`config.mk`:
```
export PLATFORM = sky130hd
export DESIGN_NAME = afx_finish
export DESIGN_NICKNAME = d
export VERILOG_FILES = /design/src/rtl/angle_from_xy_assert.svh /design/src/rtl/afx_pkg.sv /design/src/rtl/afx_finish.sv
export SDC_FILE = /design/constraint.sdc
export NUM_CORES = 1
export LEC_CHECK = 0
export ABC_AREA = 1
export CELL_PAD_IN_SITES_DETAIL_PLACEMENT = 0
export CELL_PAD_IN_SITES_GLOBAL_PLACEMENT = 1
export CORE_UTILIZATION = 45
export CTS_BUF_LIST = sky130_fd_sc_hd__clkbuf_8
export DETAILED_ROUTE_END_ITERATION = 8
export DONT_BUFFER_PORTS = 1
export PLACE_DENSITY_LB_ADDON = 0.1
export SYNTH_ARGS = -nofsm -noshare
export SYNTH_HDL_FRONTEND = slang
export SYNTH_SLANG_ARGS = --single-unit
```
`constraint.sdc`:
```
create_clock -name clk -period 2.7 [get_ports clk]
set_input_delay 0.54 -clock clk [delete_from_list [all_inputs] [get_ports clk]]
set_output_delay 0.54 -clock clk [all_outputs]
set_load 0.02 [all_outputs]
```
`src/rtl/angle_from_xy_assert.svh`:
```
`ifndef ANGLE_FROM_XY_ASSERT_SVH
`define ANGLE_FROM_XY_ASSERT_SVH

`ifndef SYNTHESIS
`define AFX_ASSERT_IMPLIES(label, clk, rst_n, ante, cons) \
	label: assert property (@(posedge clk) disable iff (!rst_n) (ante) |-> (cons)) \
		else $error("afx assertion failed");
`define AFX_ASSERT_NEXT(label, clk, rst_n, ante, cons) \
	label: assert property (@(posedge clk) disable iff (!rst_n) (ante) |=> (cons)) \
		else $error("afx assertion failed");
`else
`define AFX_ASSERT_IMPLIES(label, clk, rst_n, ante, cons)
`define AFX_ASSERT_NEXT(label, clk, rst_n, ante, cons)
`endif

`endif

```
`src/rtl/afx_pkg.sv`:
```
package afx_pkg;

	localparam int ITERATIONS_DEF  = 16;
	localparam int COORD_WIDTH_DEF = 16;
	localparam int MAX_ITERATIONS  = 24;

	// rotor grid: a coordinate carries ROTOR_TOP - COORD_WIDTH fraction bits
	localparam int ROTOR_TOP   = 60;
	localparam int ROTOR_WIDTH = ROTOR_TOP + 2;

	localparam int Z_WIDTH     = 36;
	localparam int ANGLE_WIDTH = 16;
	localparam int ROUND_SHIFT = 19;

	typedef logic [ANGLE_WIDTH-1:0] angle_t;

	localparam logic [63:0] PI_Q60         = 64'h3243F6A8885A308D;
	localparam logic [63:0] PI_Q32         = (PI_Q60 + (64'd1 << 27)) >> 28;
	localparam logic [63:0] QUARTER_PI_Q32 = (PI_Q60 + (64'd1 << 29)) >> 30;
	localparam logic [63:0] TWO_PI_Q32     = PI_Q32 << 1;
	localparam logic [63:0] FULL_CODE      =
		(TWO_PI_Q32 + (64'd1 << (ROUND_SHIFT - 1))) >> ROUND_SHIFT;

	// atan(2^-i) at 2^-32 rad from a truncated 2^-60 series, elaboration only
	function automatic logic [63:0] afx_atan_q32(input int unsigned i);
		logic [63:0] acc;
		logic [63:0] num;
		logic [63:0] den;
		logic [63:0] rem;
		logic [63:0] term;
		int unsigned e;
		if (i == 0) begin
			return QUARTER_PI_Q32;
		end
		acc = '0;
		for (int unsigned k = 0; k < 31; k++) begin
			e = i * (2 * k + 1);
			if (e <= 60) begin
				num  = 64'd1 << (60 - e);
				den  = 64'(2 * k + 1);
				rem  = '0;
				term = '0;
				for (int b = 63; b >= 0; b--) begin
					rem = {rem[62:0], num[b]};
					if (rem >= den) begin
						rem     = rem - den;
						term[b] = 1'b1;
					end
				end
				if (k[0]) begin
					acc = acc - term;
				end else begin
					acc = acc + term;
				end
			end
		end
		return (acc + (64'd1 << 27)) >> 28;
	endfunction

endpackage

```
`src/rtl/afx_finish.sv`:
```
module afx_finish
	import afx_pkg::*;
(
	input  logic                      clk,
	input  logic                      arst_n,
	input  logic                      in_valid,
	output logic                      in_ready,
	input  logic signed [Z_WIDTH-1:0] z_in,
	input  logic                      origin_in,
	output logic                      out_valid,
	input  logic                      out_ready,
	output angle_t                    angle,
	output logic                      origin_flag
);
	localparam int CODE_WIDTH = Z_WIDTH - ROUND_SHIFT;
	localparam logic [CODE_WIDTH-1:0] FULL_CODE_C = CODE_WIDTH'(FULL_CODE);

	logic                  valid_s1;
	logic [Z_WIDTH-1:0]    tot_s1;
	logic                  origin_s1;
	logic                  valid_s2;
	angle_t                angle_s2;
	logic                  origin_s2;
	logic                  rdy_s2;
	logic [Z_WIDTH-1:0]    rnd;
	logic [CODE_WIDTH-1:0] code;
	angle_t                angle_d;

	assign rdy_s2   = !valid_s2 || out_ready;
	assign in_ready = !valid_s1 || rdy_s2;

	// wrap into one turn
	always_ff @(posedge clk or negedge arst_n) begin
		if (!arst_n) begin
			valid_s1 <= 1'b0;
		end else if (in_ready) begin
			valid_s1 <= in_valid;
		end
	end

	always_ff @(posedge clk) begin
		if (in_ready && in_valid) begin
			tot_s1    <= z_in[Z_WIDTH-1] ? Z_WIDTH'(z_in) + Z_WIDTH'(TWO_PI_Q32)
			                             : Z_WIDTH'(z_in);
			origin_s1 <= origin_in;
		end
	end

	// round half up and saturate below a full turn; the origin gives angle zero
	assign rnd  = tot_s1 + (Z_WIDTH'(1) << (ROUND_SHIFT - 1));
	assign code = rnd[Z_WIDTH-1:ROUND_SHIFT];

	always_comb begin
		priority if (origin_s1) begin
			angle_d = '0;
		end else if (code >= FULL_CODE_C) begin
			angle_d = ANGLE_WIDTH'(FULL_CODE_C - CODE_WIDTH'(1));
		end else begin
			angle_d = code[ANGLE_WIDTH-1:0];
		end
	end

	always_ff @(posedge clk or negedge arst_n) begin
		if (!arst_n) begin
			valid_s2 <= 1'b0;
		end else if (rdy_s2) begin
			valid_s2 <= valid_s1;
		end
	end

	always_ff @(posedge clk) begin
		if (rdy_s2 && valid_s1) begin
			angle_s2  <= angle_d;
			origin_s2 <= origin_s1;
		end
	end

	assign out_valid   = valid_s2;
	assign angle       = angle_s2;
	assign origin_flag = origin_s2;
endmodule

```
# Word-level counts from Yosys, hierarchy flattened
# Cells that the tools add are included.
word_totals:
  regBits: 56
  out_inout_bits: 19
op_classes:
  n_addsub: 2
  n_lt_le_gt_ge: 1
  mux: 2
  n_reduce_logical: 7
op_table:
  columns: ["operator", "n"]
  rows:
  - ["$add 36x19->36 const B", 1]
  - ["$add 36x35->36 const B", 1]
  - ["$mux 35", 1]
  - ["$ge 17x16->1 const B", 1]
  - ["$mux 16", 1]
  - ["$logic_and 1x1->1", 2]
  - ["$logic_not 1->1", 2]
  - ["$logic_or 1x1->1", 2]
  - ["$reduce_or 2->1", 1]

# Logic depth before layout (Yosys ltp)
logic_depth:
  word_depth: 4
  depth_mapped: 13
  ltp_nobuf: 13

# Worst setup path after synthesis
# OpenSTA, ideal clock, no wires.
synth_timing:
  path_type: "register -> register"
  start: "register tot_s1[18]"
  end: "register angle_s2[10], in the netlist angle[10], data pin"
  t_arrival_ns: 1.700
  required_ns: 2.444
  slack_ns: 0.744
  path_stages_with_launch: 13
  path_buffers: 0
  path_cell_list: "edfxtp_1 ha_1 nand2_2 nor2_4 nand2_2 nor2_4 nor2_1 nor2_1 nand2_1 nor2_4 nand3_4 nand4_4 nor2_2"
synth_via:
  elab_chain_cells: 3
synth_rtl:
  columns: ["element", "line_no", "text"]
  rows:
  - ["start, declared", "afx_finish.sv:19", "logic [Z_WIDTH-1:0] tot_s1;"]
  - ["start signal, assigned", "afx_finish.sv:43", "tot_s1 <= z_in[Z_WIDTH-1] ? Z_WIDTH'(z_in) + Z_WIDTH'(TWO_PI_Q32)"]
  - ["$add 36x19->36 *", "afx_finish.sv:50", "assign rnd = tot_s1 + (Z_WIDTH'(1) << (ROUND_SHIFT - 1));"]
  - ["$ge 17x16->1", "afx_finish.sv:56", "end else if (code >= FULL_CODE_C) begin"]
  - ["$reduce_or 2->1 (no line)", null, null]
  - ["end signal, assigned", "afx_finish.sv:73", "angle_s2 <= angle_d;"]
  - ["end, declared", "afx_finish.sv:22", "angle_t angle_s2;"]
# Mark *: on every way between the ends. The rest lies on a longest branch, timed or not.
# A chain may end at the register's enable or synchronous reset.

# Worst setup path after layout
layout_timing:
  start: "register tot_s1[18]"
  end: "register angle_s2[12], in the netlist angle[12], data pin"
# Same word-level chain as after synthesis.

==> impl_metrics.env <==
export IMPL_status="complete, no violations"
export IMPL_coreArea_sq_um=5570
export IMPL_gr_total_overflow=0
export IMPL_p_comb_share_pct=16.5
export IMPL_vias=2090
export IMPL_grt_pass1_wl_mm=8.19
export IMPL_report_final_slew_viol_count=0
export IMPL_synth_seq_cells=38
export IMPL_maxCapViolCount=0
export IMPL_finalSetupViolCount=0
export IMPL_ant_nets=0
export IMPL_min_from="origin_in"
export IMPL_insertion_delay_ps=280
export IMPL_p_clk_share_pct=25.9
export IMPL_cts_path_max_buffers=2
export IMPL_hold_viol=0
export IMPL_antenna_found_initial=0
export IMPL_drc=0
export IMPL_worst_endpoint_required_ps=2850
export IMPL_yosys_area_top_type="edfxtp_1"
export IMPL_numPortBuffers=0
export IMPL_cts_setup_buffers=0
export IMPL_cts_tree="done"
export IMPL_synth_edf_count=36
export IMPL_syn_area_sq_um=2650
export IMPL_yosysSeqAreaShare_pct=42.8
export IMPL_dr_pass1_iters=4
export IMPL_period_share_pct=82.8
export IMPL_reg2reg_to="angle[12]"
export IMPL_dieArea_sq_um=6190
export IMPL_track_usage_pct=16.7
export IMPL_slew_headroom_pct=57.1
export IMPL_viasPerCell=4.93
export IMPL_synthCells=344
export IMPL_worstHoldEndpoint="origin_s1"
export IMPL_ys_top_cells_by_area="edfxtp_1 41%, nand2_1 14%, inv_1 8.1%"
export IMPL_p_sw_mw=0.412
export IMPL_die_h_um=78.7
export IMPL_netlist_area_leader_share_pct=40.9
export IMPL_grt_pass1_vias=1910
export IMPL_hpwl_mm=3.89
export IMPL_critPathArrivalTime_ps=2380
export IMPL_reg2reg_slack_ps=470
export IMPL_wire_per_inst_um=11.1
export IMPL_cts_made_buffers=5
export IMPL_min_period_ps=2230
export IMPL_layout_drive_gt1_share_pct=8.81
export IMPL_cts_sinks=38
export IMPL_r2r_cells=9
export IMPL_synth_commonest_cells="99 x nand2_1, 57 x inv_1, 36 x edfxtp_1, 27 x nand3_1, 27 x nor2_1"
export IMPL_grt_start_max_net_pins=20
export IMPL_finalWirelength_mm=4.69
export IMPL_holdPathStages=0
export IMPL_crit_fanout=9
export IMPL_avgSynthCellArea_sq_um=7.69
export IMPL_cts_root_buffer="clkbuf_8"
export IMPL_rsz0062_at_grt="no"
export IMPL_nets=393
export IMPL_cts_htree_levels=2
export IMPL_gp_congestion=0.763
export IMPL_ys_warn_count=0
export IMPL_pwr_share_seq_pct=57.6
export IMPL_power_leakage_nw=1.24
export IMPL_whs_ps=356
export IMPL_holdBufCountCts=1
export IMPL_power_per_cell_area_nw_per_um2=493
export IMPL_die_w_um=78.7
export IMPL_path_clk_slew_ps=70
export IMPL_clock_fmax_mhz=447
export IMPL_synthToLayoutAreaGrowth_pct=6.58
export IMPL_end_kind="register"
export IMPL_ys_async_sr_fraction_pct=5.26
export IMPL_yosysUniqueCellTypes=34
export IMPL_regArea_sq_um=1130
export IMPL_swShare_pct=29.6
export IMPL_synth_most_common_cell="nand2_1"
export IMPL_synth_nets=386
export IMPL_rr_startpoint="tot_s1[18]"
export IMPL_cts_resized=0
export IMPL_path_class="register to register"
export IMPL_multi_input_area_sq_um=1270
export IMPL_nFillCells=552
export IMPL_start_util_pct=47.5
export IMPL_startpoint_type="register"
export IMPL_synth_flop_cell="edfxtp_1"
export IMPL_peakVddDrop_v=0.000193
export IMPL_setup_tns_ps=0
export IMPL_diodes=0
export IMPL_skew_ps=8.29
export IMPL_std_cell_rows=27
export IMPL_ios=60
export IMPL_tightest_slew_ps=643
export IMPL_drt_iter0_markers=84
export IMPL_hp_class="input port to register"
export IMPL_p_int_mw=0.978
-- layer usage --
metal | up-vias | global-route usage [%] | share of wire (%)
li1 | 1136 | - | -
met1 | 904 | 19.5 | 46
met2 | 44 | 29.7 | 49
met3 | 6 | 3.95 | 4.2
met4 | 0 | 5.37 | 1.4
met5 | - | 0 | 0
-- metrics by stage --
step                power (mW)  cell area (sq um)  setup WS [ps]  utilization [%]  cells
finish                    1.39               2820            465             50.6    424
global route              1.47               2820            282             50.6    424
CTS                       1.40               2820            451             50.6    424
detailed placement        1.04               2730            462             48.9    415
global placement          1.04               2730            510             48.9    415
floorplan                 1.00               2650            744                -    344
-- power groups by stage --
stage / sequential, mW / combinational [mW] / clock (mW)
final: 0.800 / 0.229 / 0.360
after detailed placement: 0.814 / 0.229 / 0
after global routing: 0.809 / 0.265 / 0.396
after floorplan: 0.805 / 0.195 / 0
after global placement: 0.813 / 0.226 / 0
after CTS: 0.801 / 0.232 / 0.369
-- layout by cell type (no fill, tap or decap), types with 5 or more instances in the layout --
| master | n |
|---|---|
| a21oi_1 | 7 |
| clkbuf_8 | 5 |
| edfxtp_1 | 36 |
| inv_1 | 58 |
| nand2_1 | 99 |
| nand3_1 | 27 |
| nand4_1 | 17 |
| nor2_1 | 27 |
| nor2_2 | 8 |
| nor2_4 | 5 |
| nor3_1 | 11 |
| o21ai_0 | 5 |
| xor2_1 | 11 |
-- worst max-delay path: stages, from the launching register on --
cell and delay (ps):
edfxtp_1 390, ha_1 230, nand2_2 90, nor2_4 180
nand2_2 110, nor2_4 140, xor2_2 180, o21a_1 380
nand4_4 260, nor2_2 130
-- flip-flops by register name, indices dropped and copies added, names as in the netlist --
name and cells:
angle 16, origin_flag 1, origin_s1 1, out_valid 1, tot_s1 18, valid_s1 1
-- area by class of cell --
class,instances,area share (%)
well taps,72,3.20
clock buffers,5,2.44
clock inverters,3,0.444
flip-flops and latches,38,40.1
repair buffers,2,0.621
inverters,60,7.99
multi-input cells,244,45.2
-- worst max path at each step --
| stage | startpoint | endpoint | slack, ps |
|---|---|---|---|
| floorplan | tot_s1[18] | angle[10] | 740 |
| global placement | z_in[15] | tot_s1[31] | 510 |
| detailed placement | tot_s1[18] | angle[12] | 460 |
| CTS | tot_s1[18] | angle[12] | 450 |
| global route | tot_s1[18] | angle[12] | 280 |
| finish | tot_s1[18] | angle[12] | 470 |
-- kinds of logic after synthesis --
kind of cell / after synthesis / share of synthesized area (%)
AND/OR/NAND/NOR: 205 / 37.1
buffers and inverters: 62 / 9.08
flip-flops: 38 / 42.8
AO/OA/AOI/OAI: 22 / 5.01
XOR/XNOR: 16 / 5.58
adder cells (fa/ha/maj): 1 / 0.473
(Power assumes the default switching activity.)
