**src/rtl/angle_from_xy_assert.svh**
```systemverilog
`ifndef ANGLE_FROM_XY_ASSERT_SVH
`define ANGLE_FROM_XY_ASSERT_SVH

`ifndef SYNTHESIS
`define AFX_ASSERT_IMPLIES(label, clk, rst_n, ante, cons) \
	label: assert property (@(posedge clk) disable iff (!rst_n) (ante) |-> (cons)) \
		else $error("afx assertion failed");
`define AFX_ASSERT_NEXT(label, clk, rst_n, ante, cons) \
	label: assert property (@(posedge clk) disable iff (!rst_n) (ante) |=> (cons)) \
		else $error("afx assertion failed");
`else
`define AFX_ASSERT_IMPLIES(label, clk, rst_n, ante, cons)
`define AFX_ASSERT_NEXT(label, clk, rst_n, ante, cons)
`endif

`endif

```
**src/rtl/afx_pkg.sv**
```systemverilog
package afx_pkg;

	localparam int ITERATIONS_DEF  = 16;
	localparam int COORD_WIDTH_DEF = 16;
	localparam int MAX_ITERATIONS  = 24;

	// rotor grid: a coordinate carries ROTOR_TOP - COORD_WIDTH fraction bits
	localparam int ROTOR_TOP   = 60;
	localparam int ROTOR_WIDTH = ROTOR_TOP + 2;

	localparam int Z_WIDTH     = 36;
	localparam int ANGLE_WIDTH = 16;
	localparam int ROUND_SHIFT = 19;

	typedef logic [ANGLE_WIDTH-1:0] angle_t;

	localparam logic [63:0] PI_Q60         = 64'h3243F6A8885A308D;
	localparam logic [63:0] PI_Q32         = (PI_Q60 + (64'd1 << 27)) >> 28;
	localparam logic [63:0] QUARTER_PI_Q32 = (PI_Q60 + (64'd1 << 29)) >> 30;
	localparam logic [63:0] TWO_PI_Q32     = PI_Q32 << 1;
	localparam logic [63:0] FULL_CODE      =
		(TWO_PI_Q32 + (64'd1 << (ROUND_SHIFT - 1))) >> ROUND_SHIFT;

	// atan(2^-i) at 2^-32 rad from a truncated 2^-60 series, elaboration only
	function automatic logic [63:0] afx_atan_q32(input int unsigned i);
		logic [63:0] acc;
		logic [63:0] num;
		logic [63:0] den;
		logic [63:0] rem;
		logic [63:0] term;
		int unsigned e;
		if (i == 0) begin
			return QUARTER_PI_Q32;
		end
		acc = '0;
		for (int unsigned k = 0; k < 31; k++) begin
			e = i * (2 * k + 1);
			if (e <= 60) begin
				num  = 64'd1 << (60 - e);
				den  = 64'(2 * k + 1);
				rem  = '0;
				term = '0;
				for (int b = 63; b >= 0; b--) begin
					rem = {rem[62:0], num[b]};
					if (rem >= den) begin
						rem     = rem - den;
						term[b] = 1'b1;
					end
				end
				if (k[0]) begin
					acc = acc - term;
				end else begin
					acc = acc + term;
				end
			end
		end
		return (acc + (64'd1 << 27)) >> 28;
	endfunction

endpackage

```
**src/rtl/afx_rotor.sv**
```systemverilog
module afx_rotor
	import afx_pkg::*;
#(
	parameter int W    = ROTOR_WIDTH,
	parameter int STEP = 0
) (
	input  logic                      clk,
	input  logic                      arst_n,
	input  logic                      in_valid,
	output logic                      in_ready,
	input  logic signed [W-1:0]       x_in,
	input  logic signed [W-1:0]       y_in,
	input  logic signed [Z_WIDTH-1:0] z_in,
	input  logic                      origin_in,
	output logic                      out_valid,
	input  logic                      out_ready,
	output logic signed [W-1:0]       x_out,
	output logic signed [W-1:0]       y_out,
	output logic signed [Z_WIDTH-1:0] z_out,
	output logic                      origin_out
);
	localparam logic signed [Z_WIDTH-1:0] ATAN_STEP = Z_WIDTH'(afx_atan_q32(STEP));

	logic                      valid_s1;
	logic signed [W-1:0]       x_s1;
	logic signed [W-1:0]       y_s1;
	logic signed [Z_WIDTH-1:0] z_s1;
	logic                      origin_s1;
	logic signed [W-1:0]       xs;
	logic signed [W-1:0]       ys;
	logic                      y_neg;

	assign xs       = x_in >>> STEP;
	assign ys       = y_in >>> STEP;
	assign y_neg    = y_in[W-1];
	assign in_ready = !valid_s1 || out_ready;

	always_ff @(posedge clk or negedge arst_n) begin
		if (!arst_n) begin
			valid_s1 <= 1'b0;
		end else if (in_ready) begin
			valid_s1 <= in_valid;
		end
	end

	always_ff @(posedge clk) begin
		if (in_ready && in_valid) begin
			if (y_neg) begin
				x_s1 <= x_in - ys;
				y_s1 <= y_in + xs;
				z_s1 <= z_in - ATAN_STEP;
			end else begin
				x_s1 <= x_in + ys;
				y_s1 <= y_in - xs;
				z_s1 <= z_in + ATAN_STEP;
			end
			origin_s1 <= origin_in;
		end
	end

	assign out_valid  = valid_s1;
	assign x_out      = x_s1;
	assign y_out      = y_s1;
	assign z_out      = z_s1;
	assign origin_out = origin_s1;
endmodule

```
**config.mk**
```make
export PLATFORM = sky130hd
export DESIGN_NAME = afx_rotor
export DESIGN_NICKNAME = d
export VERILOG_FILES = /design/src/rtl/angle_from_xy_assert.svh /design/src/rtl/afx_pkg.sv /design/src/rtl/afx_rotor.sv
export SDC_FILE = /design/constraint.sdc
export NUM_CORES = 1
export LEC_CHECK = 0
export BUFFER_PORTS_ARGS = -buffer_cell sky130_fd_sc_hd__buf_2
export CELL_PAD_IN_SITES_DETAIL_PLACEMENT = 1
export CELL_PAD_IN_SITES_GLOBAL_PLACEMENT = 1
export CORE_MARGIN = 1.5
export CORE_UTILIZATION = 39
export DETAILED_ROUTE_END_ITERATION = 16
export PLACE_DENSITY_LB_ADDON = 0.08
export SLEW_MARGIN = 40
export SYNTH_ARGS = -nofsm -noshare
export SYNTH_HDL_FRONTEND = slang
export SYNTH_SLANG_ARGS = --single-unit
```
**constraint.sdc**
```tcl
create_clock -name clk -period 4.54 [get_ports clk]
set_input_delay 0.908 -clock clk [delete_from_list [all_inputs] [get_ports clk]]
set_output_delay 0.908 -clock clk [all_outputs]
set_load 0.02 [all_outputs]
```
==> Word-level counts from Yosys, hierarchy flattened <==
Index checks and enable logic that the tools add are counted.
{ "word_totals": {"register_bits": 162, "input_bits": 165, "out_inout_bits": 163, "word_cells": 16} }
{ "op_classes": {"n_addsub": 5, "muxes": 3, "n_reduce_logical": 3} }
{ "ops": {"columns": ["op", "count"], "rows": [
  ["2-to-1 mux 62 bit", 2],
  ["subtractor 62 bit", 2],
  ["adder 62 bit", 1],
  ["adder 36 x 33 -> 36 bit, second input constant", 1],
  ["2-to-1 mux 36 bit", 1],
  ["subtractor 36 x 33 -> 36 bit, second input constant", 1],
  ["logical AND 1 bit", 1],
  ["logical NOT 1 bit", 1],
  ["logical OR 1 bit", 1]
]} }

==> Logic depth before layout (Yosys ltp) <==
Gate-level depths: netlist of run 1.
{ "depth": {"ltp_word": 3, "mapped_depth": 15, "ltp_nobuf": 13} }

==> Worst setup path after synthesis of run 1 <==
Ideal clock, no wire load.
{ "synth_timing": {"path_kind": "in2reg", "startpoint": "input out_ready", "endpoint": "register origin_s1, in the netlist origin_out, enable pin", "setup_time_ns": 0.538, "arrival_time_ns": 4.868, "slack_ns": -0.866, "stages": 2, "path_buffers": 0, "path_cell_list": "nand2b_1 > and2_1"} }
{ "synth_between": {"elab_chain_len": 2} }
{ "synth_lines": {"columns": ["element", "line_no", "rtl"], "rows": [
  ["start, declared", "afx_rotor.sv:16", "input logic out_ready,"],
  ["logical OR 1 bit", "afx_rotor.sv:36", "assign in_ready = !valid_s1 || out_ready;"],
  ["logical AND 1 bit", "afx_rotor.sv:47", "if (in_ready && in_valid) begin"],
  ["end signal, assigned", "afx_rotor.sv:57", "origin_s1 <= origin_in;"],
  ["end, declared", "afx_rotor.sv:28", "logic origin_s1;"]
]} }
Every way passes these cells.
A chain may end at the register's enable or synchronous reset.

==> Final worst setup path of run 1 <==
{ "layout_timing": {"startpoint": "input x_in[8]", "endpoint": "register y_s1[54], in the netlist y_out[54] (data pin)"} }
{ "layout_between": {"elab_chain_len": 2} }
{ "layout_lines": {"columns": ["element", "line_no", "rtl"], "rows": [
  ["start, declared", "afx_rotor.sv:11", "input logic signed [W-1:0] x_in,"],
  ["subtractor 62 bit or adder 62 bit (tied branches)", "afx_rotor.sv:54, afx_rotor.sv:50", null],
  ["2-to-1 mux 62 bit (*)", "afx_rotor.sv:48", "if (y_neg) begin"],
  ["end signal, assigned", "afx_rotor.sv:50", "y_s1 <= y_in + xs;"],
  ["end signal, assigned", "afx_rotor.sv:54", "y_s1 <= y_in - xs;"],
  ["end, declared", "afx_rotor.sv:26", "logic signed [W-1:0] y_s1;"]
]} }
Mark *: on every way between the ends. The rest lies on a longest branch, timed or not.

==> results of run 1 <==
-- per-layer routing --
metal	GRT usage, %	up-vias	part of all wire, %	wire length, µm
met2	51.61	570	46	35340
met1	42.60	9209	46	34860
met5	0	-	0.012	9
met3	5.038	104	5.3	4003
met4	10.74	2	2.6	2000
li1	-	8865	-	-
-- cells by family (layout without fill, tap and decap cells) --
family | count (synthesis) | after routing
simple gates | 502 | 502
buf+inv | 311 | 754
other cells | 0 | 1
fa+ha+maj | 234 | 234
mux | 26 | 26
xor+xnor | 147 | 147
compound gates | 817 | 817
flops | 161 | 161
-- path summary, 6_finish.rpt --
check / from / cells after the start / endpoint / slack [ps]
setup / recovery: x_in[8] / 16 / y_out[54] / 240
hold / removal: arst_n / 1 / out_valid / 170
setup reg to reg: out_valid / 3 / x_out[33] / 2640
hold reg to reg: out_valid / 2 / out_valid / 570
max in group asynchronous: arst_n / 1 / out_valid / 4290
min in group clk: out_valid / 2 / out_valid / 570
-- cell usage in the layout (no fill, tap or decap), types with 12 or more instances in the layout --
master                      count
sky130_fd_sc_hd__a211oi_1      30
sky130_fd_sc_hd__a21o_1        62
sky130_fd_sc_hd__a21oi_1      307
sky130_fd_sc_hd__a221oi_1      12
sky130_fd_sc_hd__a31oi_1       19
sky130_fd_sc_hd__buf_2        326
sky130_fd_sc_hd__buf_4        182
sky130_fd_sc_hd__clkbuf_16     17
sky130_fd_sc_hd__edfxtp_1     160
sky130_fd_sc_hd__ha_1         230
sky130_fd_sc_hd__inv_1        203
sky130_fd_sc_hd__mux2i_1       25
sky130_fd_sc_hd__nand2_1      117
sky130_fd_sc_hd__nand2b_1      17
sky130_fd_sc_hd__nand3_1       30
sky130_fd_sc_hd__nand4_1       42
sky130_fd_sc_hd__nor2_1       158
sky130_fd_sc_hd__nor2b_1       15
sky130_fd_sc_hd__nor3_1        37
sky130_fd_sc_hd__nor4_1        30
sky130_fd_sc_hd__o211ai_1      29
sky130_fd_sc_hd__o21a_1        23
sky130_fd_sc_hd__o21ai_0      132
sky130_fd_sc_hd__o21bai_1      58
sky130_fd_sc_hd__o31ai_1       36
sky130_fd_sc_hd__or3_1         14
sky130_fd_sc_hd__xnor2_1      131
sky130_fd_sc_hd__xor2_1        16
-- per-stage QoR --
stage               setup TNS (ps)  util [%]  setup slack, ps  cells
finish                           0     48.45            235.4   3242
global route                     0     48.45            114.9   3242
CTS                              0     48.42            115.5   3241
detailed placement           -1796     47.19           -455.6   3209
global placement             -4267     47.18           -953.7   3209
floorplan                        0         -            381.0   2198
-- critical path, stage by stage --
cell and delay, ps:
sky130_fd_sc_hd__buf_2 110, sky130_fd_sc_hd__inv_1 50, sky130_fd_sc_hd__ha_1 310, sky130_fd_sc_hd__buf_4 200, sky130_fd_sc_hd__or4_4 550, sky130_fd_sc_hd__buf_4 160, sky130_fd_sc_hd__a21oi_1 130, sky130_fd_sc_hd__nand3b_1 240
sky130_fd_sc_hd__nand4_1 240, sky130_fd_sc_hd__a311oi_1 440, sky130_fd_sc_hd__buf_4 220, sky130_fd_sc_hd__o21ai_1 80, sky130_fd_sc_hd__buf_4 160, sky130_fd_sc_hd__o31ai_1 380, sky130_fd_sc_hd__a31oi_1 180, sky130_fd_sc_hd__xnor2_1 190
-- state kept, by name, summed over array words and instances, names as in the netlist --
signal	flops
out_valid	1
x_out	62
y_out	61
z_out	36
origin_out	1
-- power breakdown --
part           internal, mW  total [mW]  switching, mW
clock                 0.757        1.48          0.727
combinational          1.03        2.85           1.81
sequential             1.90        1.96         0.0592
total                  3.69        6.29           2.60
-- layout make-up --
class	count	area, µm²	area share (%)
clock inverters	15	135.1	0.6120
flip-flops and latches	161	4830	21.87
diodes	1	2.502	0.01133
multi-input cells	1726	12100	54.80
inverters	212	798.3	3.615
repair buffers	510	3038	13.76
clock buffers	17	425.4	1.927
well taps	600	750.7	3.400
==> results by stage, run 1 <==
Outcome:
- The flow ran to the end, and the final reports show no timing, DRC or antenna violations.

Timing:
- The maximum achievable frequency is 0.2323 GHz.
- The worst hold margin is approximately 170 ps.
- Setup violations remaining at the end of the flow were counted as 0.
- The clock skew after layout is about 11 ps.
- The final critical path takes up between 90 and 100% of the cycle.
- The number of hold violations in the final report came to 0.
- Setup repair after global routing left no endpoint under its margin.
- The clock period minus worst slack is about 4300 ps.
- For the pin with the worst max-slew slack, the measured transition is about 840 ps.
- The final max-slew violation count was 0.
- In this run the tightest slew margin relative to its limit is approximately 44%.

Die:
- The number of top-level design ports is between 300 and 400.
- The initialized floorplan defines 78 standard-cell rows.
- In this run the vertical extent of the chip is approximately 220 µm.
- The starting utilization of the core area is around two fifths.
- The area of the die is ~48000 µm².
- The floorplan step set the die width to around 220 µm.
- The core region is between 40000 and 50000 µm².

Logic synthesis:
- The post-synthesis sequential area ratio is 26.66%.
- By area the synthesized netlist is led by sky130_fd_sc_hd__edfxtp_1 27%, sky130_fd_sc_hd__ha_1 16%, sky130_fd_sc_hd__a21oi_1 8.5%.
- The distinct cell type count of the synthesized netlist is between 80 and 90.
- The top cell type by total area after synthesis is sky130_fd_sc_hd__edfxtp_1.
- The portion of synthesized area spent on multiplexers is 1.444%.
- The dominant combinational cell family by area after synthesis is compound AO/OA/AOI/OAI gates.
- The adder-cell share of the synthesized area is between 10% and 20%.
- The total of flip-flops plus latches after synthesis is 161.
- The mean area per synthesized cell is 8.240 µm².
- Of all flip-flops after synthesis, the portion carrying an async set or reset was less than 1%.
- The top flip-flop cell by instance count after synthesis is sky130_fd_sc_hd__edfxtp_1.
- Summing every instance area after synthesis gives 18110 µm².
- Of the total synthesized cell area, the portion taken by XOR and XNOR cells is about 7%.
- The synthesized netlist devotes between 10% and 20% of its cell area to simple gates.
- The count of yosys warnings during synthesis is 0.
- Yosys instantiated no cell more often than sky130_fd_sc_hd__a21oi_1.
- The synthesized net count is 2597.
- In the synthesized netlist, the cells that appear most often are 307 x sky130_fd_sc_hd__a21oi_1, 230 x sky130_fd_sc_hd__ha_1, 203 x sky130_fd_sc_hd__inv_1.
- The share of the synthesized area in the top cell type is between 20% and 30%.
- The number of synthesized flops with an enable pin is 160.
- Synthesis produced a netlist whose cell count is between 2k and 2.5k.
- The area fraction in compound gates after synthesis is between 20 and 30%.

Worst setup path:
- The kind of end point of the critical path is a flip-flop.
- The data arrival time of the critical path is ~4600 ps.
- In this run the worst path has a maximum fanout of 13.
- The worst setup path is launched from a primary input.
- The worst setup path is of the primary input to flip-flop kind.
- The endpoint required time on the critical path is ~4800 ps.

CTS:
- The post-cts resize count is 0.
- The root cell of the clock tree is sky130_fd_sc_hd__clkbuf_16.
- The number of buffers inserted to repair setup after CTS is 0.
- The clock latency of the later-clocked register in the worst-skew pair is about 500 ps.
- In this run the deepest clock path goes through 2 buffers.
- After clock tree synthesis, the clock-pin slew on the worst setup and hold paths is about 70 ps.
- The maximum level of the CTS H-tree is 4.
- Counting the buffers created by CTS gives 17.
- TritonCTS built the clock tree.
- The clock sink count is roughly 160.
- The number of buffers added to fix hold violations after cts is 0.

Drt:
- For this block, the routed nets add up to ~76000 µm of wire.
- In the final routed layout, each cell accounts on average for ~24 µm.
- The per-cell via count in the routed design is roughly 5.8.
- The violation count after the first detailed-routing iteration is around 1.4k.
- In this run the remaining antenna-violating nets after routing total 0.
- The post-route DRC violation count is 0.
- The number of iterations in the first detailed-routing pass is 7.
- Across all layers, the routed design uses roughly 19k vias.

GRT:
- The aggregate global routing overflow is 0.
- Entering global routing, the biggest net connects 65 pins.
- The via count of the first global-routing pass is 19.20k.
- Across every metal layer, demand over resource in global routing totals 31.74%.
- The initial antenna violation count is 2.
- The global-route wire length before repair is around 110000 µm.

Run:
- The reported max-cap violation count is 0.

Place:
- The congestion estimate from routability-driven global placement came to about 0.96.
- Summing all placed instances gives a cell area of 21510 µm².
- The wire-length estimate of the detail-placed layout is about 63000 µm.
- Input and output buffers added on the ports amount to 327.

Layout:
- Of the cells placed in the final design, the portion with a size suffix greater than 1 is a little over a fifth.
- The final-layout fill cell count is roughly 5.7k.
- For this run, the post-layout net count is 3027.
- The area added between synthesis and finish is 21.91%.
- The finished cells cover 22080 µm².

Power and ir drop:
- The maximum vdd drop is between 0.2 and 0.25 mV.
- For this design the static power due to leakage is 9.908 nW.
- The overall power consumption is 6.293 mW.
- For this design the ratio of total power to cell area is 285.0 nW/µm².

Hold path:
- The min-delay analysis places its worst path in the category primary input to async pin.
Note: power is estimated with default switching activity, not from simulation.
==> run 2, diff against run 1 <==
==> constraint.sdc (replaced) <==
create_clock -name clk -period 4.54 [get_ports clk]
set_input_delay 0.681 -clock clk [delete_from_list [all_inputs] [get_ports clk]]
set_output_delay 0.681 -clock clk [all_outputs]
set_load 0.02 [all_outputs]
==> results by stage, run 2 (same netlist as run 1, synthesis figures left out) <==
Worst setup path:
- The signal on the critical path passes through buf_2, inv_1, ha_1, nand2_1, or3_1, nor3_1, buf_4, nor3_1, a2111oi_1, buf_4, o21ai_0, buf_4, a21oi_1, o22ai_1, xnor2_1.
- The worst setup path is launched from a primary input.
- The reg-to-reg setup timing slack is 2600 ps.
- In this run the worst path has a maximum fanout of 13.
- STA classifies the critical path endpoint as a flip-flop.
- In this design, the stage delay of the slowest critical-path cell is 820 ps.
- Grouping stages by cell kind, the critical path spends the most delay in compound AO/OA/AOI/OAI gates.
- The largest individual stage delay along the critical path comes from the cell sky130_fd_sc_hd__a2111oi_1.
- Data on the critical path is required at its endpoint by 4770 ps.
- The type of the setup path with the least slack is primary input to flip-flop.
- By instance count, the cell type seen most on the critical path is sky130_fd_sc_hd__buf_4.
- The data arrival time of the critical path is approximately 4600 ps.
- The count of buffer and inverter cells on the critical path is 5.

Place:
- At the placement stage, the worst setup path has a slack of -87.43 ps.
- Detailed placement finished with a half-perimeter wire length of 62460 µm.
- The final weighted congestion in routability-driven placement is ~0.98.
- During placement, the flow inserted port buffers numbering between 300 and 400.
- Once placement finished, the instance area stood at approximately 21000 µm².

Timing:
- After layout, the minimum clock period comes to around 4400 ps.
- Measured against its own limit, the worst slew margin works out to approximately 42%.
- Setup repair after global routing left no endpoint under its margin.
- The final max-slew violation count is 0.
- The clock skew after layout is 11.74 ps.
- The maximum achievable frequency is between 0.2 and 0.25 GHz.
- The sum of negative setup slack is 0 ps.
- The final worst-path setup slack is 171.4 ps.
- The number of hold violations in the final report was 0.
- At the pin with the least slew margin, the transition time is 864.4 ps.
- After layout, the worst path uses about 96% of the clock period.
- Setup violations remaining at the end of the flow were counted as 0.

CTS:
- Post-CTS timing repair inserted 0 buffers for setup.
- Gates resized during post-CTS repair numbered 0.
- TritonCTS created 17 clock buffers.
- The clock sink count is 161.
- The clock latency of the later-clocked register in the worst-skew pair is roughly 500 ps.
- The number of buffers added to fix hold violations after cts is 1.
- The deepest clock path buffer count is 2.
- The CTS tree is yes.
- The clock slew at the register clock pins of the worst setup and hold paths is approximately 70 ps.
- The maximum level of the CTS H-tree is 4.
- The root cell of the clock tree is sky130_fd_sc_hd__clkbuf_16.

Drt:
- Across all layers, the routed design uses roughly 19k vias.
- The routed wire length per instance is between 20 and 25 µm.
- The count of nets left with antenna violations once routing finished came out at 0.
- After detailed routing, the number of vias per cell comes to between 5 and 6.
- In the routed design, unresolved DRC markers number 0.
- Summed over all layers, the routed wires come to approximately 76000 µm.
- In this run, the number of DRC markers left after iteration 0 of detailed routing was roughly 1.6k.
- For this run, the detailed router's first-pass iteration total came to 5.

Die:
- The starting utilization of the core area is around two fifths.
- Pin placement for this block handled 328 I/O pins.
- The height of the die is about 220 µm.
- From left edge to right edge, the die measures roughly 220 µm.
- The total number of placement rows is 78.
- The standard cell core area is between 40000 and 50000 µm².
- The area of the die is ~48000 µm².

Layout:
- The repair_antennas step left the layout with diodes totalling 0.
- Of the cells placed in the final design, the portion with a size suffix greater than 1 is approximately 20%.
- With fillers left out, the area of the finished cells amounts to about 22000 µm².
- The most common cell after layout, fill and taps aside is sky130_fd_sc_hd__buf_2.
- Summing all multi-input logic gate instances after layout gives 12090 µm².
- The flip-flop count of the largest register after layout is 62.
- The final net count is 2978.
- The final-layout fill cell count is around 5.6k.
- The area added between synthesis and finish is 20.05%.
- In the layout the commonest cells are 326 x sky130_fd_sc_hd__buf_2, 307 x sky130_fd_sc_hd__a21oi_1, 230 x sky130_fd_sc_hd__ha_1.
- Registers take 4830 µm².

GRT:
- Global routing consumed, over all layers together, 31.80% of the routing resources.
- For this run the aggregate overflow at the end of global routing stands at 0.
- The global-route wire length before repair is between 100000 and 150000 µm.
- The initial antenna violation count came to 0.
- The via count of the first global-routing pass was approximately 19k.
- The largest net degree at the start of global routing is 87.

Power and ir drop:
- The overall power consumption is about 6.4 mW.
- For this design the static power due to leakage is between 9 and 10 nW.
- The share of power burned in registers is approximately 31%.
- The switching share of total power is roughly two fifths.
- Summed over all nets, the switching power comes to ~2.6 mW.
- The combinational share of power is roughly 44%.
- The areal power density over the cells is between 200 and 300 nW/µm².
- Of the total power, the clock network draws about 25%.
- Across the VDD grid, the largest voltage drop is 0.2162 mV.
- The internal power of the cells is between 3 and 4 mW.

Hold path:
- The class of the most critical hold timing path is primary input to flip-flop.

Outcome:
- The flow ran to the end, and the final reports show no timing, DRC or antenna violations.

Run:
- The tool flagged a number of max-cap violations equal to 0.
==> run 2: final timing paths <==
check,cells after the start,to,start
setup / recovery,15,y_out[59],x_in[23]
hold / removal,1,origin_out,origin_in
setup reg to reg,3,x_out[37],out_valid
hold reg to reg,2,out_valid,out_valid
max in group asynchronous,2,out_valid,arst_n
min in group asynchronous,2,out_valid,arst_n
==> run 2: layout make-up <==
type | instances | area share (%)
Inverter | 212 | 3.671
Multi-Input combinational cell | 1726 | 55.58
Clock buffer | 21 | 2.118
Sequential cell | 161 | 22.21
Tap cell | 600 | 3.453
Clock inverter | 11 | 0.7135
Timing Repair Buffer | 461 | 12.25
==> run 2: routing by layer <==
metal	up-vias	global-route usage [%]	share of wire, %
met1	9215	43.89	46
met4	0	7.701	1.8
met3	78	4.259	5.1
li1	8751	-	-
met2	603	52.22	47
met5	-	0	0
==> run 2: metrics by stage <==
stage                     cells  hold slack (ps)  utilization [%]
after floorplan            2198            385.4                -
after global placement     3159            455.8            46.32
after detailed placement   3159            457.5            46.34
after CTS                  3192            313.4            47.71
after global routing       3192            327.6            47.71
final                      3192            356.9            47.71
==> run 2: power groups by stage <==
stage | clock [mW] | combinational (mW) | sequential (mW)
2_1_floorplan | 0 | 1.49 | 2.21
3_3_place_gp | 0 | 2.72 | 1.99
3_5_place_dp | 0 | 2.75 | 2.00
4_1_cts | 1.64 | 2.77 | 1.97
5_1_grt | 1.69 | 3.02 | 1.98
6_report | 1.61 | 2.80 | 1.96
