File: src/rtl/angle_from_xy_assert.svh
`ifndef ANGLE_FROM_XY_ASSERT_SVH
`define ANGLE_FROM_XY_ASSERT_SVH

`ifndef SYNTHESIS
`define AFX_ASSERT_IMPLIES(label, clk, rst_n, ante, cons) \
	label: assert property (@(posedge clk) disable iff (!rst_n) (ante) |-> (cons)) \
		else $error("afx assertion failed");
`define AFX_ASSERT_NEXT(label, clk, rst_n, ante, cons) \
	label: assert property (@(posedge clk) disable iff (!rst_n) (ante) |=> (cons)) \
		else $error("afx assertion failed");
`else
`define AFX_ASSERT_IMPLIES(label, clk, rst_n, ante, cons)
`define AFX_ASSERT_NEXT(label, clk, rst_n, ante, cons)
`endif

`endif

File: src/rtl/afx_pkg.sv
package afx_pkg;

	localparam int ITERATIONS_DEF  = 16;
	localparam int COORD_WIDTH_DEF = 16;
	localparam int MAX_ITERATIONS  = 24;

	// rotor grid: a coordinate carries ROTOR_TOP - COORD_WIDTH fraction bits
	localparam int ROTOR_TOP   = 60;
	localparam int ROTOR_WIDTH = ROTOR_TOP + 2;

	localparam int Z_WIDTH     = 36;
	localparam int ANGLE_WIDTH = 16;
	localparam int ROUND_SHIFT = 19;

	typedef logic [ANGLE_WIDTH-1:0] angle_t;

	localparam logic [63:0] PI_Q60         = 64'h3243F6A8885A308D;
	localparam logic [63:0] PI_Q32         = (PI_Q60 + (64'd1 << 27)) >> 28;
	localparam logic [63:0] QUARTER_PI_Q32 = (PI_Q60 + (64'd1 << 29)) >> 30;
	localparam logic [63:0] TWO_PI_Q32     = PI_Q32 << 1;
	localparam logic [63:0] FULL_CODE      =
		(TWO_PI_Q32 + (64'd1 << (ROUND_SHIFT - 1))) >> ROUND_SHIFT;

	// atan(2^-i) at 2^-32 rad from a truncated 2^-60 series, elaboration only
	function automatic logic [63:0] afx_atan_q32(input int unsigned i);
		logic [63:0] acc;
		logic [63:0] num;
		logic [63:0] den;
		logic [63:0] rem;
		logic [63:0] term;
		int unsigned e;
		if (i == 0) begin
			return QUARTER_PI_Q32;
		end
		acc = '0;
		for (int unsigned k = 0; k < 31; k++) begin
			e = i * (2 * k + 1);
			if (e <= 60) begin
				num  = 64'd1 << (60 - e);
				den  = 64'(2 * k + 1);
				rem  = '0;
				term = '0;
				for (int b = 63; b >= 0; b--) begin
					rem = {rem[62:0], num[b]};
					if (rem >= den) begin
						rem     = rem - den;
						term[b] = 1'b1;
					end
				end
				if (k[0]) begin
					acc = acc - term;
				end else begin
					acc = acc + term;
				end
			end
		end
		return (acc + (64'd1 << 27)) >> 28;
	endfunction

endpackage

File: src/rtl/afx_prep.sv
module afx_prep
	import afx_pkg::*;
#(
	parameter int COORD_WIDTH = COORD_WIDTH_DEF,
	parameter int W           = ROTOR_WIDTH
) (
	input  logic                          clk,
	input  logic                          arst_n,
	input  logic                          in_valid,
	output logic                          in_ready,
	input  logic signed [COORD_WIDTH-1:0] x_coord,
	input  logic signed [COORD_WIDTH-1:0] y_coord,
	output logic                          out_valid,
	input  logic                          out_ready,
	output logic signed [W-1:0]           x_out,
	output logic signed [W-1:0]           y_out,
	output logic signed [Z_WIDTH-1:0]     z_out,
	output logic                          origin_out
);
	logic                     valid_s1;
	logic signed [W-1:0]      x_s1;
	logic signed [W-1:0]      y_s1;
	logic signed [Z_WIDTH-1:0] z_s1;
	logic                     origin_s1;
	logic signed [W-1:0]      x_sc;
	logic signed [W-1:0]      y_sc;
	logic                     neg;

	// scale onto the rotor grid, left half plane turned by pi
	assign x_sc     = {{2{x_coord[COORD_WIDTH-1]}}, x_coord, {(ROTOR_TOP - COORD_WIDTH){1'b0}}};
	assign y_sc     = {{2{y_coord[COORD_WIDTH-1]}}, y_coord, {(ROTOR_TOP - COORD_WIDTH){1'b0}}};
	assign neg      = x_coord[COORD_WIDTH-1];
	assign in_ready = !valid_s1 || out_ready;

	always_ff @(posedge clk or negedge arst_n) begin
		if (!arst_n) begin
			valid_s1 <= 1'b0;
		end else if (in_ready) begin
			valid_s1 <= in_valid;
		end
	end

	always_ff @(posedge clk) begin
		if (in_ready && in_valid) begin
			x_s1      <= neg ? -x_sc : x_sc;
			y_s1      <= neg ? -y_sc : y_sc;
			z_s1      <= neg ? Z_WIDTH'(PI_Q32) : '0;
			origin_s1 <= (x_coord == '0) && (y_coord == '0);
		end
	end

	assign out_valid  = valid_s1;
	assign x_out      = x_s1;
	assign y_out      = y_s1;
	assign z_out      = z_s1;
	assign origin_out = origin_s1;
endmodule

File: config.mk
export PLATFORM = sky130hd
export DESIGN_NAME = afx_prep
export DESIGN_NICKNAME = d
export VERILOG_FILES = /design/src/rtl/angle_from_xy_assert.svh /design/src/rtl/afx_pkg.sv /design/src/rtl/afx_prep.sv
export SDC_FILE = /design/constraint.sdc
export NUM_CORES = 1
export LEC_CHECK = 0
export BUFFER_PORTS_ARGS = -buffer_cell sky130_fd_sc_hd__buf_2
export CORE_ASPECT_RATIO = 0.9
export CORE_MARGIN = 5
export CORE_UTILIZATION = 35
export DETAILED_ROUTE_END_ITERATION = 8
export PLACE_DENSITY = 0.79
export SLEW_MARGIN = 20
export SYNTH_ARGS = -nofsm -noshare
export SYNTH_HDL_FRONTEND = slang
export SYNTH_SLANG_ARGS = --single-unit
File: constraint.sdc
create_clock -name clk -period 3.05 [get_ports clk]
set_input_delay 0.305 -clock clk [delete_from_list [all_inputs] [get_ports clk]]
set_output_delay 0.305 -clock clk [all_outputs]
set_load 0.02 [all_outputs]
-- Word level (Yosys, flattened, before mapping)
Index checks and enable logic that the tools add are counted.
- flip-flop bits (word level): 162
- input port bits: 36
- logic and storage cells: 18
- reduce and logical (&&, ||, !) cells: 6
- mux-type cells: 3
- add/sub/neg operators: 2
- operators with widths (kind ; number):
    $neg 60->62 ; 2
    $mux 62 ; 1
    $mux 59 ; 1
    $mux 34 ; 1
    $logic_not 16->1 ; 2
    $logic_and 1x1->1 ; 2
    $logic_not 1->1 ; 1
    $logic_or 1x1->1 ; 1

-- Logic depth before layout (Yosys ltp)
Gate-level depths: netlist (run 1).
- depth in word-level cells: 3
- depth in mapped cells: 6
- mapped depth without buffers: 6

-- Worst setup path before layout (run 1)
OpenSTA, ideal clock, no wires.
- kind: flip-flop to flip-flop
- from: register valid_s1 (netlist: out_valid)
- to: register origin_s1 (netlist: origin_out), enable pin
- setup slack: 0.983 ns
- setup time: 0.399 ns
- cell stages (with the launch flop): 3
- data required time: 2.651 ns
- arrival: 1.668 ns
- clock period less this slack: 2.067 ns
- cell sequence: dfrtp_1 nand2b_1 and2_1
- longest elaborated chain between the ends: 3
- ends and longest elaborated chain (what ; RTL line ; source):
    start: declaration ; afx_prep.sv:20 ; logic valid_s1;
    start signal: assignment ; afx_prep.sv:39 ; valid_s1 <= in_valid;
    $logic_not 1->1 ; afx_prep.sv:33 ; assign in_ready = !valid_s1 || out_ready;
    $logic_or 1x1->1 ; afx_prep.sv:33 ;
    net in_ready ; afx_prep.sv:10 ; output logic in_ready,
    $logic_and 1x1->1 ; afx_prep.sv:44 ; if (in_ready && in_valid) begin
    end signal: assignment ; afx_prep.sv:48 ; origin_s1 <= (x_coord == '0) && (y_coord == '0);
    end: declaration ; afx_prep.sv:24 ; logic origin_s1;
The timed path passes the listed nets, and every way through them passes these cells.
A chain may end at the register's enable or synchronous reset.

-- Final worst setup path (run 1)
- from: input port y_coord[1]
- to: register y_s1[56] (netlist: y_out[56]), data pin
- longest elaborated chain between the ends: 2
- ends and longest elaborated chain (what ; RTL line ; source):
    start: declaration ; afx_prep.sv:12 ; input logic signed [COORD_WIDTH-1:0] y_coord,
    $neg 60->62 ; afx_prep.sv:46 ; y_s1 <= neg ? -y_sc : y_sc;
    $mux 62 ; afx_prep.sv:46 ;
    end signal: assignment ; afx_prep.sv:46 ;
    end: declaration ; afx_prep.sv:22 ; logic signed [W-1:0] y_s1;
No other way between the ends.

==> results of run 1 <==
critical path, cell delays in order:
cell     delay, ns
buf_2         0.11
inv_1         0.06
ha_1          0.16
or4b_4        0.50
or3_4         0.42
o31ai_4       0.19
xnor2_1       0.08
worst min path at each step:
stage	from	to	slack, ns
6_report	in_valid	out_valid	0.22
5_1_grt	in_valid	out_valid	0.23
4_1_cts	in_valid	out_valid	0.21
3_5_place_dp	arst_n	out_valid	0.08
3_3_place_gp	arst_n	out_valid	0.08
2_1_floorplan	arst_n	out_valid	0.009
cell type report:
class	instances	area, µm²
clock inverters	2	35.0
inverters	5	18.8
multi-input cells	205	1070
fillers	766	4700
clock buffers	6	82.6
well taps	96	120
flip-flops and latches	39	1170
repair buffers	92	465
cells in the final DEF (no fill, tap or decap):
master and count:
and2_2 1, and3_1 1, buf_2 91, bufinv_16 1, clkbuf_8 6, clkinv_2 1, conb_1 109, dfrtp_1 1
dlygate4sd3_1 1, edfxtp_1 38, ha_1 2, inv_1 5, nand2_1 13, nand2b_1 7, nand3_1 2, nand4b_1 1
nor2_1 6, nor3_1 5, nor4_1 3, o21ai_0 10, o21ai_1 1, o31ai_1 8, o31ai_4 1, o41ai_1 3
or3_1 1, or3_4 1, or4_1 2, or4b_4 1, xnor2_1 27
cells by family after synthesis:
| group | after synthesis |
|---|---|
| compound gates | 23 |
| xor+xnor | 27 |
| fa+ha+maj | 2 |
| buf+inv | 131 |
| flops | 39 |
| other cells | 1 |
| simple gates | 44 |
sequential cells by signal, summed over array words and instances, names as in the netlist:
signal      cells
origin_out      1
y_out          18
z_out           1
x_out          18
out_valid       1
power breakdown:
part	leakage (nW)	total, mW	internal [mW]	switching (mW)
clock network	0.0612	0.447	0.265	0.182
registers	0.374	0.648	0.637	0.0109
logic	0.923	0.355	0.0854	0.269
metal layers:
layer | global-route usage (%) | vias up | wire, µm
li1 | - | 829 | -
met3 | 3.35 | 12 | 675
met5 | 0 | - | 0
met2 | 19.2 | 130 | 2850
met1 | 9.88 | 800 | 1850
met4 | 4.85 | 0 | 136
timing repair:
action	CTS	global route
hold endpoints to repair	1	0
hold buffers	1	0
resized for setup	0	0
==> results.txt, run 1 <==
status - completed
async set-reset flop share out of synthesis - 2.56%
CTS Sinks - 39
Total GRT Usage - 10.1%
Root Driver - clkbuf_8
Finished Layout Cells - 445
Tot Pwr - 1.45 mW
top-count cell post-synth - buf_4
r2r endpoint - x_out[45]
fin nets - 386
DR pass1 iterations - 4
Worst Setup Slack post-DPL - 0.960 ns
Critical Path AT - 1.83 ns
global route total overflow - 0
Simple-Gate Fraction of Synth Area - 8.49%
synthesized-area fraction occupied by adder cells - 0.899%
Yosys Warn Count - 0
layout cells sized above 1 - 29.5%
DR vias/cell - 3.98
total core area - 7660 µm²
CTS Buf Count - 5
Synth Area in XOR/XNOR - 8.49%
postcts setup bufs - 0
Setup Skew - 0.00249 ns
wirelength, routed - 5520 µm
row count - 30
final worst slack - 1.26 ns
dpl hpwl - 4500 µm
most frequent cells after synthesis - buf_4, edfxtp_1, xnor2_1
clock-pin slew on the worst setup and hold paths - 0.08 ns
main flop type after synthesis - edfxtp_1
hold path depth - 2
EDFF count, synth - 38
wire length per cell - 12.4 µm
CP Launch Type - input pin
Die X-Extent - 104 µm
Die Y-Extent - 94.6 µm
total I/O pin count - 199
CP Launch Point - y_coord[1]
Data required, critical path - 3.09 ns
slew margin rel. - 39.5%
Final Setup Violations - 0
Clock Latency Late Sink - 0.28 ns
Mapped Cells - 267
Max-Cap Viols - 0
VDD IR max - 0.159 mV
initial drt markers - 67
mux contribution to synthesized area - 0%
period utilization - 58.6%
Initial Util - 36.4%
n_diodes - 0
fin util - 38.6%
post-synthesis compound-gate area fraction - 5.84%
crit end category - flop
area fraction of the dominant cell type after synthesis - 41.0%
cell taking the most area after synthesis - edfxtp_1
cell count after placement - 436
syn_area_per_cell - 10.4 µm²
Min Hold Slack - 0.217 ns
DP Area - 2830 µm²
worst-path fanout max - 4
Seq/Total Area, Yosys - 41.9%
RR Startpoint - out_valid
initial antenna violation count - 0
Routed Antenna Nets - 0
largest net degree at the start of global routing - 39
RSZ-0062 raised after global routing - false
largest family of logic cells by synthesized area - buffers and inverters
vias in the first global route - 1811
Worst R2R Path Depth - 2
full die area - 9840 µm²
Yosys cell types - 26
CTS H-tree depth - 2
Area growth syn-to-layout - 6.29%
Cell Area, Synth - 2780 µm²
TritonCTS clock tree - built
fin area - 2960 µm²
synth top area cells - edfxtp_1, buf_4, xnor2_1
setup tns final - 0 ns
I/O Buffers - 91
final hold vios - 0
max-slew violations - 0
Routability Congestion - 0.783
first-pass GRT wire length - 8240 µm
DRC Markers - 0
Slew @ Worst Pin - 0.908 ns
pwr dens - 490 nW/µm²
Worst setup endpoint - y_out[56]
Hold/Removal Path Class - input pin to flop
reg2reg setup slack - 1.41 ns
Lkg Pwr - 1.36 nW
deepest clock path buffer count - 2
flops & latches, synth - 39
kind of critical path - input pin to flop
Fmax achieved - 559 MHz
via count - 1771
crit path time final - 1.79 ns
Note: power is estimated with default switching activity, not from simulation.
==> run 2: changes to the inputs <==
==> constraint.sdc (replaced) <==
create_clock -name clk -period 1.8 [get_ports clk]
set_input_delay 0.18 -clock clk [delete_from_list [all_inputs] [get_ports clk]]
set_output_delay 0.18 -clock clk [all_outputs]
set_load 0.02 [all_outputs]
==> results.txt, run 2 (same netlist as run 1, synthesis figures left out) <==
status - completed
DR vias/cell - 3.96 (-0.54%)
setup tns final - 0 ns (unchanged)
CP max-delay cell - or4b_4
most common cell after layout, fill and taps aside - conb_1
Buf+Inv Stages, Crit Path - 2 (unchanged)
Lkg Pwr - 1.41 nW (+3.7%)
DRC Markers - 0 (unchanged)
slew margin rel. - 58.2% (+19 points)
DP Area - 2920 µm² (+3.1%)
Die X-Extent - 104 µm (unchanged)
CTS Buf Count - 5 (unchanged)
Area growth syn-to-layout - 9.44%
most frequent cells in the layout - conb_1, buf_2, edfxtp_1
Routed Antenna Nets - 0 (unchanged)
vias in the first global route - 1755 (-3.1%)
Initial Util - 36.4% (unchanged)
Die Y-Extent - 94.6 µm (unchanged)
clock-pin slew on the worst setup and hold paths - 0.08 ns (about the same)
row count - 30 (unchanged)
met1 usage - 11.9% (+2.0 points)
I/O Buffers - 91 (unchanged)
largest net degree at the start of global routing - 39 (unchanged)
TritonCTS clock tree - built
kind of critical path - input pin to flop
Hold/Removal Path Class - input pin to flop
Final Setup Violations - 0 (unchanged)
fin area - 3050 µm² (+3.0%)
global route total overflow - 0 (unchanged)
pwr dens - 812 nW/µm² (+66%)
wire length per cell - 12.1 µm (-2.2%)
Total GRT Usage - 10.4% (+0.31 points)
Data required, critical path - 1.84 ns (-1.25 ns)
period utilization - 90.2%
crit end category - flop
Max stage delay on crit path - 0.48 ns (-0.02 ns)
via count - 1801 (+1.7%)
initial drt markers - 71 (+6.0%)
layout cells sized above 1 - 31.5% (+2.0 points)
Setup Skew - 0.00539 ns (+0.00290 ns)
met3 Usage GRT - 3.49% (+0.14 points)
initial antenna violation count - 0 (unchanged)
RSZ-0062 raised after global routing - false
full die area - 9840 µm² (unchanged)
deepest clock path buffer count - 2 (unchanged)
Fmax achieved - 616 MHz
worst-path fanout max - 3 (-1)
n_diodes - 0 (unchanged)
CP Launch Type - input pin
final hold vios - 0 (unchanged)
Root Driver - clkbuf_8
Routability Congestion - 0.809 (+3.3%)
Slew @ Worst Pin - 0.626 ns (-0.282 ns)
crit path time final - 1.62 ns
CP delay by family, top - simple AND/OR/NAND/NOR gates
fin nets - 396 (+2.6%)
critical-path cell list - buf_2 -> inv_1 -> ha_1 -> or4b_4 -> or3_4 -> o31ai_4 -> xnor2_1
Critical Path AT - 1.66 ns (-0.17 ns)
wirelength, routed - 5520 µm (unchanged)
total I/O pin count - 199 (unchanged)
CTS Sinks - 39 (unchanged)
DR pass1 iterations - 4 (unchanged)
postcts setup bufs - 0 (unchanged)
max-slew violations - 0 (unchanged)
Clock Latency Late Sink - 0.28 ns (about the same)
first-pass GRT wire length - 8400 µm (+2.0%)
VDD IR max - 0.310 mV (+95%)
total core area - 7660 µm² (unchanged)
busiest grt layer - met2
Max-Cap Viols - 0 (unchanged)
dpl hpwl - 4530 µm (+0.62%)
CTS H-tree depth - 2 (unchanged)
GR Layer Usage met2 - 17.9% (-1.3 points)
-- run 2: cell count changes in the layout (fill, tap and decap cells not counted) --
cell / delta
buf_4: +9
buf_12: +1
-- run 2: layout make-up --
| type | instances | area (µm²) |
|---|---|---|
| clock buffer | 6 | 82.6 |
| sequential | 39 | 1170 |
| multi-input combinational | 205 | 1070 |
| clock inverter | 2 | 35.0 |
| inverter | 5 | 18.8 |
| timing repair buffer | 102 | 553 |
| tap | 96 | 120 |
| fill | 749 | 4610 |
-- run 2: repair_timing --
item | CTS | global route
endpoints found under the hold margin | 1 | 0
hold buffers | 1 | 0
resized for setup | 0 | 0
-- run 2: final timing paths --
kind | from | cells past startpoint | endpoint | slack (ns)
setup / recovery | y_coord[1] | 7 | y_out[56] | 0.18
hold / removal | in_valid | 2 | out_valid | 0.1
setup reg to reg | out_valid | 3 | x_out[50] | 0.59
hold reg to reg | out_valid | 2 | out_valid | 0.54
max in group asynchronous | arst_n | 2 | out_valid | 1.51
min in group asynchronous | arst_n | 2 | out_valid | 0.20
-- run 2: worst reg2reg max path: cells and delay by family, from the launching register on --
kind / cells / cell delay [ns]
flip-flops: 1 / 0.38
AND/OR/NAND/NOR: 2 / 0.27
buffers and inverters: 1 / 0.22
-- run 2: metal layers --
| metal | routed length (µm) | share of wire (%) | vias up |
|---|---|---|---|
| met2 | 2800 | 51 | 125 |
| met3 | 649 | 12 | 4 |
| met4 | 69 | 1.3 | 0 |
| li1 | - | - | 851 |
| met5 | 0 | 0 | - |
| met1 | 2000 | 36 | 821 |
-- run 2: report_power, final --
part / switching, mW / internal [mW]
clock network: 0.305 / 0.449
registers: 0.0192 / 1.08
logic: 0.460 / 0.161
-- run 2: metrics by stage --
| stage | hold slack (ns) | cells | worst slack (ns) | total power, mW | util, % |
|---|---|---|---|---|---|
| floorplan | -0.116 | 375 | 0.0474 | 1.75 | - |
| global placement | -0.0447 | 446 | -0.0803 | 1.72 | 38.1 |
| detailed placement | -0.0421 | 446 | -0.135 | 1.73 | 38.1 |
| CTS | 0.0868 | 455 | 0.188 | 2.49 | 39.8 |
| global route | 0.0935 | 455 | 0.142 | 2.60 | 39.8 |
| finish | 0.0963 | 455 | 0.177 | 2.47 | 39.8 |
==> run 3: changes to the inputs <==
--- a/config.mk
+++ b/config.mk
@@ -5,12 +5,12 @@
 export SDC_FILE = /design/constraint.sdc
 export NUM_CORES = 1
 export LEC_CHECK = 0
-export BUFFER_PORTS_ARGS = -buffer_cell sky130_fd_sc_hd__buf_2
+export BUFFER_PORTS_ARGS = -buffer_cell sky130_fd_sc_hd__clkbuf_2
 export CORE_ASPECT_RATIO = 0.9
 export CORE_MARGIN = 5
-export CORE_UTILIZATION = 35
+export CORE_UTILIZATION = 40
 export DETAILED_ROUTE_END_ITERATION = 8
-export PLACE_DENSITY = 0.79
+export PLACE_DENSITY = 0.88
 export SLEW_MARGIN = 20
 export SYNTH_ARGS = -nofsm -noshare
 export SYNTH_HDL_FRONTEND = slang
==> results.txt, run 3 (same netlist as run 1, synthesis figures left out) <==
DP Area - 2890 µm² (-1.0%)
Fmax achieved - 612 MHz (-0.70%)
n_diodes - 0 (unchanged)
most frequent cells in the layout - conb_1, clkbuf_2, edfxtp_1
fin util - 45.1% (+5.3 points)
row count - 28 (-6.7%)
full die area - 8730 µm² (-11%)
most common cell after layout, fill and taps aside - conb_1
global route total overflow - 0 (unchanged)
Hold/Removal Path Class - input pin to flop
TritonCTS clock tree - built
RSZ-0062 raised after global routing - false
critical-path cell list - clkbuf_2 -> inv_1 -> ha_1 -> or4b_4 -> or3_4 -> o31ai_4 -> xnor2_1
final hold vios - 0 (unchanged)
dpl hpwl - 4560 µm (+0.61%)
CTS Sinks - 39 (unchanged)
CTS H-tree depth - 2 (unchanged)
setup tns final - 0 ns (unchanged)
slew margin rel. - 53.7% (-4.5 points)
CTS Buf Count - 5 (unchanged)
DR pass1 iterations - 4 (unchanged)
DRC Markers - 0 (unchanged)
fin nets - 393 (-0.76%)
wire length per cell - 12.0 µm (-1.3%)
worst-path fanout max - 3 (unchanged)
DR vias/cell - 3.95 (-0.25%)
Max-Cap Viols - 0 (unchanged)
fin area - 3020 µm² (-0.99%)
Setup Skew - 0.00712 ns (+0.00172 ns)
total core area - 6690 µm² (-13%)
VDD IR max - 0.289 mV (-6.6%)
Slew @ Worst Pin - 0.695 ns (+0.0682 ns)
CP delay by family, top - simple AND/OR/NAND/NOR gates
cell count after placement - 437 (-2.0%)
CP Launch Type - input pin
Lkg Pwr - 1.42 nW (+0.41%)
crit end category - flop
Buf+Inv Stages, Crit Path - 2 (unchanged)
pwr dens - 811 nW/µm² (about the same)
Routability Congestion - 0.780 (-3.5%)
I/O Buffers - 91 (unchanged)
total I/O pin count - 199 (unchanged)
vias in the first global route - 1692 (-3.6%)
CP max-delay cell - or4b_4
clock-pin slew on the worst setup and hold paths - 0.07 ns (about the same)
Initial Util - 41.6% (+5.2 points)
kind of critical path - input pin to flop
Data required, critical path - 1.83 ns (about the same)
Critical Path AT - 1.66 ns (about the same)
Max stage delay on crit path - 0.47 ns (about the same)
crit path time final - 1.63 ns (+0.0114 ns)
initial antenna violation count - 0 (unchanged)
deepest clock path buffer count - 2 (unchanged)
max-slew violations - 0 (unchanged)
Die Y-Extent - 89.1 µm (-5.8%)
period utilization - 90.8% (+0.63 points)
initial drt markers - 74 (+4.2%)
wirelength, routed - 5340 µm (-3.2%)
Root Driver - clkbuf_8
largest net degree at the start of global routing - 39 (unchanged)
Tot Pwr - 2.45 mW (-1.1%)
Die X-Extent - 97.9 µm (-5.8%)
Routed Antenna Nets - 0 (unchanged)
status - completed
Finished Layout Cells - 446 (-2.0%)
Total GRT Usage - 10.9% (+0.53 points)
Clock Latency Late Sink - 0.28 ns (about the same)
Final Setup Violations - 0 (unchanged)
via count - 1761 (-2.2%)
first-pass GRT wire length - 7630 µm (-9.2%)
layout cells sized above 1 - 30.9% (-0.58 points)
Area growth syn-to-layout - 8.36%
==> run 3: worst paths after layout <==
kind	cells past startpoint	start	endpoint	slack [ns]
worst max-delay path	7	y_coord[1]	y_out[56]	0.17
min in group asynchronous	2	arst_n	out_valid	0.20
worst max register to register	3	out_valid	x_out[54]	0.61
max in group asynchronous	2	arst_n	out_valid	1.51
worst min-delay path	2	in_valid	out_valid	0.11
worst min register to register	2	out_valid	out_valid	0.54
==> run 3: per-stage QoR <==
stage / hold WS [ns] / setup slack (ns)
after CTS: 0.0963 / 0.166
final: 0.106 / 0.165
after detailed placement: -0.0442 / -0.131
after floorplan: -0.116 / 0.0474
after global placement: -0.0448 / -0.0769
after global routing: 0.101 / 0.0870
==> run 3: cell type report <==
| class | count | area (µm²) |
|---|---|---|
| clock buffer | 6 | 82.6 |
| clock inverter | 2 | 35.0 |
| sequential | 39 | 1170 |
| tap | 90 | 113 |
| timing repair buffer | 99 | 531 |
| multi-input combinational | 205 | 1070 |
| inverter | 5 | 18.8 |
| fill | 623 | 3670 |
==> run 3: worst register-to-register path, delay by kind of cell (launching register included) <==
kind / cells / cell delay, ns
DFF: 1 / 0.38
and+or+nand+nor: 2 / 0.29
buffers and inverters: 1 / 0.22
==> run 3: routing by layer <==
layer / vias to the layer above / routed length (µm) / part of all wire, % / track usage [%]
li1: 841 / - / - / -
met1: 796 / 1850 / 35 / 11.8
met2: 117 / 2870 / 54 / 20.5
met3: 7 / 545 / 10 / 3.43
met4: 0 / 76 / 1.4 / 3.77
met5: - / 0 / 0 / 0
==> run 3: report_power, final <==
part	leakage (nW)	switching [mW]	internal, mW	total [mW]
combinational	0.980	0.459	0.155	0.614
sequential	0.374	0.0218	1.08	1.10
clock	0.0612	0.283	0.448	0.732
total	1.42	0.764	1.68	2.45
==> run 3: what timing repair did <==
action | CTS | global route
buffers inserted | 0 | 0
hold buffers | 1 | 0
resized for setup | 0 | 0
endpoints found under the hold margin | 1 | 0
